==> src/plsr_pkg.sv <==
// shared types, codes and sizes for the positional sparse row list
`timescale 1ns / 1ps

package plsr_pkg;

    localparam int REQ_BITS       = 2;
    localparam int IN_VALUE_BITS  = 32;
    localparam int COL_BITS       = 16;
    localparam int POS_BITS       = 7;
    localparam int LEN_BITS       = 7;
    localparam int STATUS_BITS    = 2;

    localparam int CAPACITY_DEF   = 64;
    localparam int VALUE_BITS_DEF = 32;

    localparam logic [REQ_BITS-1:0] REQ_APPEND = 2'd0;
    localparam logic [REQ_BITS-1:0] REQ_INSERT = 2'd1;
    localparam logic [REQ_BITS-1:0] REQ_DELETE = 2'd2;
    localparam logic [REQ_BITS-1:0] REQ_READ   = 2'd3;

    localparam logic [STATUS_BITS-1:0] ST_DONE  = 2'd0;
    localparam logic [STATUS_BITS-1:0] ST_RANGE = 2'd1;
    localparam logic [STATUS_BITS-1:0] ST_FULL  = 2'd2;

    typedef struct packed {
        logic [REQ_BITS-1:0]             req_type;
        logic signed [IN_VALUE_BITS-1:0] entry_value;
        logic [COL_BITS-1:0]             entry_column;
        logic [POS_BITS-1:0]             position;
    } req_t;

    typedef struct packed {
        logic signed [IN_VALUE_BITS-1:0] read_value;
        logic [COL_BITS-1:0]             read_column;
        logic [LEN_BITS-1:0]             length;
        logic [STATUS_BITS-1:0]          status;
    } rsp_t;

    typedef struct packed {
        logic append;
        logic insert;
        logic delete;
        logic read;
    } cmd_t;

endpackage

==> src/plsr_cell.sv <==
// one storage entry with its shift and write selection
`timescale 1ns / 1ps

module plsr_cell #(
    parameter int VALUE_BITS = plsr_pkg::VALUE_BITS_DEF
) (
    input  logic                          aclk,
    input  plsr_pkg::cmd_t                cmd,
    input  logic                          at_idx,
    input  logic                          past_idx,
    input  logic                          at_cnt,
    input  logic [VALUE_BITS-1:0]         new_value,
    input  logic [plsr_pkg::COL_BITS-1:0] new_column,
    input  logic [VALUE_BITS-1:0]         below_value,
    input  logic [plsr_pkg::COL_BITS-1:0] below_column,
    input  logic [VALUE_BITS-1:0]         above_value,
    input  logic [plsr_pkg::COL_BITS-1:0] above_column,
    output logic [VALUE_BITS-1:0]         value,
    output logic [plsr_pkg::COL_BITS-1:0] column
);
    import plsr_pkg::*;

    logic [VALUE_BITS-1:0] value_reg;
    logic [VALUE_BITS-1:0] value_next;
    logic [COL_BITS-1:0]   column_reg;
    logic [COL_BITS-1:0]   column_next;

    always_comb begin
        priority if ((cmd.append && at_cnt) || (cmd.insert && at_idx)) begin
            value_next  = new_value;
            column_next = new_column;
        end else if (cmd.insert && past_idx) begin
            value_next  = below_value;
            column_next = below_column;
        end else if (cmd.delete && (at_idx || past_idx)) begin
            value_next  = above_value;
            column_next = above_column;
        end else begin
            value_next  = value_reg;
            column_next = column_reg;
        end
    end

    always_ff @(posedge aclk) begin
        value_reg  <= value_next;
        column_reg <= column_next;
    end

    assign value  = value_reg;
    assign column = column_reg;

endmodule

==> config.mk <==
export PLATFORM = sky130hd
export DESIGN_NAME = plsr_cell
export DESIGN_NICKNAME = d
export VERILOG_FILES = /design/src/plsr_pkg.sv /design/src/plsr_cell.sv
export SDC_FILE = /design/constraint.sdc
export NUM_CORES = 1
export LEC_CHECK = 0
export BUFFER_PORTS_ARGS = -buffer_cell sky130_fd_sc_hd__buf_2
export CAP_MARGIN = 15
export CORE_UTILIZATION = 39
export CTS_CLUSTER_SIZE = 40
export DETAILED_ROUTE_END_ITERATION = 12
export GPL_TIMING_DRIVEN = 0
export PLACE_DENSITY = 0.82
export REMOVE_ABC_BUFFERS = 1
export SYNTH_ARGS = -nofsm -noshare
export SYNTH_HDL_FRONTEND = slang
export SYNTH_SLANG_ARGS = --single-unit
export TNS_END_PERCENT = 30
==> constraint.sdc <==
create_clock -name aclk -period 3.6 [get_ports aclk]
set_clock_uncertainty 0.1 [all_clocks]
set_input_delay 0.36 -clock aclk [delete_from_list [all_inputs] [get_ports aclk]]
set_output_delay 0.36 -clock aclk [all_outputs]
set_load 0.05 [all_outputs]
==> metrics <==
top post-synthesis cells by area=edfxtp_1, mux2i_1, a21oi_1, nor2_1, buf_2; Pwr per Cell Area=463.9 nW/µm²; Area Growth Syn to Fin=47.05%; Peak supply drop=0.2512 mV; GRT Total Usage=17.41%; routed vias=2286; Final #Nets=558; GRT Max-Usage Layer=met2; CP top delay family=simple AND/OR/NAND/NOR gates; initial antenna violation count=0; crit path capture type=flip-flop; minimum clock period=1.730 ns; hpwl dp=4907 µm; worst-margin pin slew=0.8287 ns; gr ovfl total=0; hold path start=new_column[14]; yosys warns=0; Max-slew headroom=44.54%; via-per-instance ratio=4.753; total CTS buffers=5; Hold Path Stages=3; Detailed Routing Iterations Pass 1=4; Yosys reg bits=48; drt drc=0; GR Util met2=34.38%; final wirelength=6127 µm; Yosys top cell area share=58.15%; Worst setup SP type=primary input; Post-Route Utilization=60.49%; CP max stage delay=0.55 ns; Fin. Hold Viols=0; Clock Tree Buf Depth=2; share of layout cells above drive strength 1=51.97%; CP startpoint=cmd[2]; status=finished, final reports clean; max FFs per register=32; Clk pin slew, worst setup/hold paths=0.08 ns; Routed WL per cell=12.74 µm; Avg Cell Area, Syn=11.69 µm²; register area=1441 µm²; CTS tree=yes; Post-CTS Setup Bufs=0; Post-CTS Resized=0; CTS sink count=48; DR iter-0 viols=33; num ports=200; largest net degree at the start of global routing=49; Root Buffer=clkbuf_8; CORE AREA=6026 µm²; GR Layer Usage met3=4.111%; Initial Util=41.13%; final max-slew violation count=0; RSZ-0062 raised after global routing=false; most common cell after layout, fill and taps aside=buf_2; Die Width=81.72 µm; final cell count without fillers=481; library cells used by synthesis=11; ratio of final minimum period to clock period=48.05%; Die Height=81.72 µm; CP bufs+invs=2; met1 GRT Util=17.08%; Hold Path End=column[14]; FILL cells=521; Mapped Cells=212; Hold-fix buffers, CTS=0; Multi-input gate area=953.4 µm²; mapped cell area=2479 µm²; vias in the first global route=2071; full die area=6678 µm²; CP Data Required Time=3.54 ns; post-synthesis sequential area ratio=58.15%; num rows=28; Max-Cap Viols=0; post-route ant nets=0; Setup violations, final=0; crit path kind=in -> reg; crit-path cells=buf_2, nand2_2, buf_12, mux2i_1, a21oi_1; port bufs=198; Worst path slowest cell=nand2_2; Fmax achieved=578.1 MHz; static leakage=1.910 nW; H-tree level count=2; commonest non-fill, non-tap cells in the layout=buf_2, nor2_1, a21oi_1, mux2i_1, edfxtp_1; Hold WC Path Type=in -> reg; Cells after DPL=474; Max FO, Critical Path=25; first-pass GRT wire length=8811 µm; crit path DAT=1.67 ns; ant diodes=0; Yosys top cell by area=edfxtp_1; gpl congestion=0.7425
report_power, final:
group / switching, W / internal [W]
Clock: 0.000161 / 0.000132
Combinational: 0.000471 / 0.000181
Sequential: 0.0000212 / 0.000725
metal layers:
metal	part of all wire [%]	routed length, µm
met3	8.0	492
met1	36	2198
met2	54	3330
met4	1.7	106
met5	0	0
through the flow:
| stage | setup slack [ns] | power, W | setup TNS (ns) | hold slack (ns) | cell area (µm²) |
|---|---|---|---|---|---|
| after CTS | 1.860 | 0.001708 | 0 | 0.2744 | 3645 |
| after detailed placement | 1.536 | 0.001417 | 0 | 0.5839 | 3567 |
| final | 1.870 | 0.001691 | 0 | 0.2879 | 3645 |
| after global routing | 1.738 | 0.001770 | 0 | 0.2858 | 3645 |
| after floorplan | -0.3393 | 0.001209 | -16.29 | 0.4947 | 2384 |
| after global placement | -1.682 | 0.001391 | -80.64 | 0.5822 | 3468 |
synth_stat cells, drive strengths merged:
| cell | count |
|---|---|
| o21ai | 1 |
| buf | 12 |
| nand2 | 1 |
| nor2 | 49 |
| clkbuf | 3 |
| mux2i | 48 |
| a22oi | 1 |
| edfxtp | 48 |
| a21oi | 49 |
worst max path at each step:
| stage | cells past startpoint | slack (ns) | endpoint |
|---|---|---|---|
| floorplan | 2 | -0.34 | column[0] |
| global placement | 3 | -1.68 | value[9] |
| detailed placement | 5 | 1.54 | column[7] |
| CTS | 5 | 1.86 | column[7] |
| global route | 5 | 1.74 | value[11] |
| finish | 5 | 1.87 | column[7] |
cell type report:
| type | count | area share [%] |
|---|---|---|
| repair buffers | 202 | 29.59 |
| multi-input cells | 149 | 26.16 |
| well taps | 75 | 2.575 |
| clock inverters | 1 | 0.1373 |
| flip-flops and latches | 48 | 39.55 |
| clock buffers | 6 | 1.991 |
cell families (layout without fill, tap and decap cells):
family	after synthesis	after routing	share of synthesized area, %
compound gates	51	51	10.95
simple gates	50	50	7.673
buf+inv	15	209	3.836
flops	48	48	58.15
mux	48	48	19.38
Power figures use the tool's default switching activity.
