## config.mk

```make
export PLATFORM = sky130hd
export DESIGN_NAME = plsr_decode
export DESIGN_NICKNAME = d
export VERILOG_FILES = /design/src/plsr_pkg.sv /design/src/plsr_decode.sv
export SDC_FILE = /design/constraint.sdc
export NUM_CORES = 1
export LEC_CHECK = 0
export BUFFER_PORTS_ARGS = -buffer_cell sky130_fd_sc_hd__buf_4
export CORE_MARGIN = 5
export CORE_UTILIZATION = 34
export DETAILED_ROUTE_END_ITERATION = 6
export PLACE_DENSITY = 0.91
export SYNTH_ARGS = -nofsm -noshare
export SYNTH_HDL_FRONTEND = slang
export SYNTH_SLANG_ARGS = --single-unit
```

## constraint.sdc

```tcl
create_clock -name vclk -period 5.35
set_input_delay 1.07 -clock vclk [all_inputs]
set_output_delay 1.07 -clock vclk [all_outputs]
set_load 0.01 [all_outputs]
```

## src/plsr_pkg.sv

```systemverilog
// shared types, codes and sizes for the positional sparse row list
`timescale 1ns / 1ps

package plsr_pkg;

    localparam int REQ_BITS       = 2;
    localparam int IN_VALUE_BITS  = 32;
    localparam int COL_BITS       = 16;
    localparam int POS_BITS       = 7;
    localparam int LEN_BITS       = 7;
    localparam int STATUS_BITS    = 2;

    localparam int CAPACITY_DEF   = 64;
    localparam int VALUE_BITS_DEF = 32;

    localparam logic [REQ_BITS-1:0] REQ_APPEND = 2'd0;
    localparam logic [REQ_BITS-1:0] REQ_INSERT = 2'd1;
    localparam logic [REQ_BITS-1:0] REQ_DELETE = 2'd2;
    localparam logic [REQ_BITS-1:0] REQ_READ   = 2'd3;

    localparam logic [STATUS_BITS-1:0] ST_DONE  = 2'd0;
    localparam logic [STATUS_BITS-1:0] ST_RANGE = 2'd1;
    localparam logic [STATUS_BITS-1:0] ST_FULL  = 2'd2;

    typedef struct packed {
        logic [REQ_BITS-1:0]             req_type;
        logic signed [IN_VALUE_BITS-1:0] entry_value;
        logic [COL_BITS-1:0]             entry_column;
        logic [POS_BITS-1:0]             position;
    } req_t;

    typedef struct packed {
        logic signed [IN_VALUE_BITS-1:0] read_value;
        logic [COL_BITS-1:0]             read_column;
        logic [LEN_BITS-1:0]             length;
        logic [STATUS_BITS-1:0]          status;
    } rsp_t;

    typedef struct packed {
        logic append;
        logic insert;
        logic delete;
        logic read;
    } cmd_t;

endpackage

```

## src/plsr_decode.sv

```systemverilog
// request decode: range and full checks, status and next entry count
`timescale 1ns / 1ps

module plsr_decode #(
    parameter int CAPACITY = plsr_pkg::CAPACITY_DEF
) (
    input  plsr_pkg::req_t                      req,
    input  logic                                fire,
    input  logic [$clog2(CAPACITY+1)-1:0]       count,
    output plsr_pkg::cmd_t                      cmd,
    output logic [plsr_pkg::STATUS_BITS-1:0]    status,
    output logic [$clog2(CAPACITY+1)-1:0]       count_next
);
    import plsr_pkg::*;

    localparam int CNT_BITS = $clog2(CAPACITY + 1);
    localparam int CW       = (CNT_BITS > POS_BITS) ? CNT_BITS : POS_BITS;

    logic [CW-1:0] count_w;
    logic [CW-1:0] pos_w;
    logic          full;
    logic          pos_ok;
    cmd_t          ok;

    assign count_w = CW'(count);
    assign pos_w   = CW'(req.position);
    assign full    = count_w >= CW'(CAPACITY);
    assign pos_ok  = (req.position != '0) && (pos_w <= count_w);

    always_comb begin
        ok     = '0;
        status = ST_DONE;
        unique case (req.req_type)
            REQ_APPEND: begin
                if (full) status = ST_FULL;
                else      ok.append = 1'b1;
            end
            REQ_INSERT: begin
                if (!pos_ok)   status = ST_RANGE;
                else if (full) status = ST_FULL;
                else           ok.insert = 1'b1;
            end
            REQ_DELETE: begin
                if (!pos_ok) status = ST_RANGE;
                else         ok.delete = 1'b1;
            end
            REQ_READ: begin
                if (!pos_ok) status = ST_RANGE;
                else         ok.read = 1'b1;
            end
            default: status = ST_DONE;
        endcase
    end

    always_comb begin
        cmd = fire ? ok : '0;
        if (ok.append || ok.insert) begin
            count_next = count + CNT_BITS'(1);
        end else if (ok.delete) begin
            count_next = count - CNT_BITS'(1);
        end else begin
            count_next = count;
        end
    end

endmodule

```

==> impl_table.tex <==
\begin{tabular}{lr}
\hline
Metric & Value \\
\hline
\multicolumn{2}{l}{\textbf{STA}} \\
Final hold slack & $\sim$2.4 ns \\
Post-route clock period utilization & between 70\% and 80\% \\
Sum of negative setup slack & 0 ns \\
Max-slew headroom & between 60\% and 70\% \\
Number of endpoints with negative hold slack in the final report & 0 \\
Setup violations, final & 0 \\
Actual slew at the worst max-slew pin & 0.461 ns \\
Number of max-slew violations in the final report & 0 \\
Fin crit period & around 4.2 ns \\
Highest clock rate & roughly 240 MHz \\
Unrepaired setup endpoints after global routing & false \\
\multicolumn{2}{l}{\textbf{Place}} \\
Routability congestion estimate & slightly below 0.9 \\
Detail Placement HPWL & 1.44 mm \\
Number of buffers inserted by port buffering & 30 \\
\multicolumn{2}{l}{\textbf{Worst setup path}} \\
CP Max Fanout & 8 \\
Startpoint type of the worst setup path & input port \\
Worst Path Required & between 4 and 5 ns \\
Sort of element at the end of the critical path & output pin \\
Crit path DAT & 3.11 ns \\
Critical setup path kind & input port to output pin \\
\multicolumn{2}{l}{\textbf{Yosys}} \\
Cells after Synth & 76 \\
Post-synth net total & 150 \\
Combined area of all synthesized cells & $\sim$520 um2 \\
Count of distinct cell types in the synthesized netlist & 28 \\
Library cell with the largest summed area after synthesis & sky130\_fd\_sc\_hd\_\_ha\_1 \\
Synth Warn \# & 0 \\
Dominant cells by area after synthesis & sky130\_fd\_sc\_hd\_\_ha\_1 22\%, sky130\_fd\_sc\_hd\_\_xnor2\_1 8.4\%, sky130\_fd\_sc\_hd\_\_inv\_1 7.2\% \\
Avg Cell Area, Syn & between 6 and 7 um2 \\
Ranking of synthesized cells by instance count & 10 x sky130\_fd\_sc\_hd\_\_inv\_1, 9 x sky130\_fd\_sc\_hd\_\_ha\_1, 7 x sky130\_fd\_sc\_hd\_\_nand3\_1 \\
Fraction of synthesized cell area taken by the top area cell type & 21.6\% \\
Most common cell in the synthesized netlist & sky130\_fd\_sc\_hd\_\_inv\_1 \\
Proportion of synthesized chip area in sequential cells & 0\% \\
\multicolumn{2}{l}{\textbf{Final layout}} \\
Total inserted antenna cells & 0 \\
Nets@finish & roughly 180 \\
Area delta synth->final & 46.3\% \\
Fill count & about 150 \\
Number of sequential storage elements & 0 \\
Fraction of layout cells with a size suffix above 1 & between 30\% and 40\% \\
Sequential cell area & 0 um2 \\
Final-layout clock buffer total & 0 \\
\multicolumn{2}{l}{\textbf{Routing}} \\
Drc violations & 0 \\
DR iter-0 viols & 21 \\
Via count & around 680 \\
Via density per instance & 5.59 \\
Post-route ant nets & 0 \\
DR pass1 iterations & 4 \\
Per-cell routed wire length & 13.4 um \\
Final WL & roughly 1.6 mm \\
\multicolumn{2}{l}{\textbf{Flow run}} \\
Count of maximum capacitance violations & 0 \\
\multicolumn{2}{l}{\textbf{Global routing}} \\
Pin count of the biggest net entering global routing & 10 \\
Initial antenna violation count & 0 \\
Global-route wire length before repair & around 2.9 mm \\
Via count of the first global-routing pass & 669 \\
Tot GR Track Use & between 10\% and 20\% \\
Grt total ovfl & 0 \\
\multicolumn{2}{l}{\textbf{Die}} \\
IO Count & slightly below 80 \\
Width of the chip & 49.2 um \\
Die Footprint & approximately 0.0024 mm2 \\
Initial cell density of the core & 35.0\% \\
Die extent in y & between 40 and 50 um \\
Placeable core area & $\sim$0.0015 mm2 \\
Site row count & 14 \\
\multicolumn{2}{l}{\textbf{Power}} \\
Total leakage power & 0.364 nW \\
Total power density per cell area & just over 90 mW/mm2 \\
Max rail drop VDD & $\sim$0.000039 V \\
\multicolumn{2}{l}{\textbf{Status}} \\
Status & completed \\
\multicolumn{2}{l}{\textbf{CTS}} \\
Number of gates resized after cts & 0 \\
Postcts setup bufs & 0 \\
Cts-stage hold buffer count & 0 \\
\multicolumn{2}{l}{\textbf{Hold path}} \\
Class of the most critical hold timing path & input port to output pin \\
Worst Hold Path Cells & 3 \\
\hline
\end{tabular}
cell usage in the layout, fill, tap and decap left out, types with 2 or more instances in the layout:
master and count:
sky130_fd_sc_hd__a211oi_1 3, sky130_fd_sc_hd__a21oi_1 5, sky130_fd_sc_hd__buf_4 30, sky130_fd_sc_hd__ha_1 9
sky130_fd_sc_hd__inv_1 10, sky130_fd_sc_hd__nand2_1 6, sky130_fd_sc_hd__nand2b_1 2, sky130_fd_sc_hd__nand3_1 7
sky130_fd_sc_hd__nand4_1 2, sky130_fd_sc_hd__nor2_1 4, sky130_fd_sc_hd__nor3_1 4, sky130_fd_sc_hd__nor4_1 2
sky130_fd_sc_hd__o22ai_1 2, sky130_fd_sc_hd__xnor2_1 5
worst paths after layout:
kind	slack, ns	startpoint	endpoint
worst max-delay path	1.17	count[2]	count_next[5]
worst min-delay path	2.45	fire	cmd[3]
area by class of cell:
type | count | area [um2] | share of cell area [%]
Inverter | 10 | 37.5 | 4.92
Tap cell | 16 | 20.0 | 2.62
Multi-Input combinational cell | 65 | 480 | 63.0
Timing Repair Buffer | 30 | 225 | 29.5
report_power, final:
| part | total [mW] | internal (mW) | switching [mW] |
|---|---|---|---|
| clock | 0 | 0 | 0 |
| sequential | 0 | 0 | 0 |
| combinational | 0.0695 | 0.0331 | 0.0364 |
routing by layer:
| metal | up-vias | wire, um | part of all wire, % | track usage, % |
|---|---|---|---|---|
| li1 | 342 | - | - | - |
| met1 | 315 | 658 | 40 | 16.1 |
| met2 | 19 | 904 | 56 | 27.5 |
| met3 | 0 | 63 | 3.9 | 0.917 |
| met4 | 0 | 0 | 0 | 0.897 |
| met5 | - | 0 | 0 | 0 |
kinds of logic (layout without fill, tap and decap cells):
logic type / count (synthesis) / in the layout / synth area share [%]
xor+xnor: 5 / 5 / 8.39
simple gates: 34 / 34 / 38.1
compound gates: 17 / 17 / 24.0
buf+inv: 11 / 40 / 7.91
fa+ha+maj: 9 / 9 / 21.6
stage by stage:
step           instances  power, mW  worst slack [ns]  util (%)  cell area [um2]
6_report             121     0.0695              1.17      51.3              763
5_1_grt              121     0.0775              1.03      51.3              763
4_1_cts              121     0.0698              1.19      51.3              763
3_5_place_dp         121     0.0695              1.20      51.3              763
3_3_place_gp         121     0.0668              1.31      51.3              763
2_1_floorplan         76     0.0372              1.63         -              522
critical path: stages:
cell and delay [ns]:
sky130_fd_sc_hd__buf_4 0.12, sky130_fd_sc_hd__inv_1 0.12, sky130_fd_sc_hd__ha_1 0.28, sky130_fd_sc_hd__a21oi_1 0.16, sky130_fd_sc_hd__a21oi_1 0.10, sky130_fd_sc_hd__o22ai_2 0.37
sky130_fd_sc_hd__a21oi_4 0.15, sky130_fd_sc_hd__o41ai_1 0.42, sky130_fd_sc_hd__xnor2_1 0.18, sky130_fd_sc_hd__buf_4 0.14
Power figures use the tool's default switching activity.
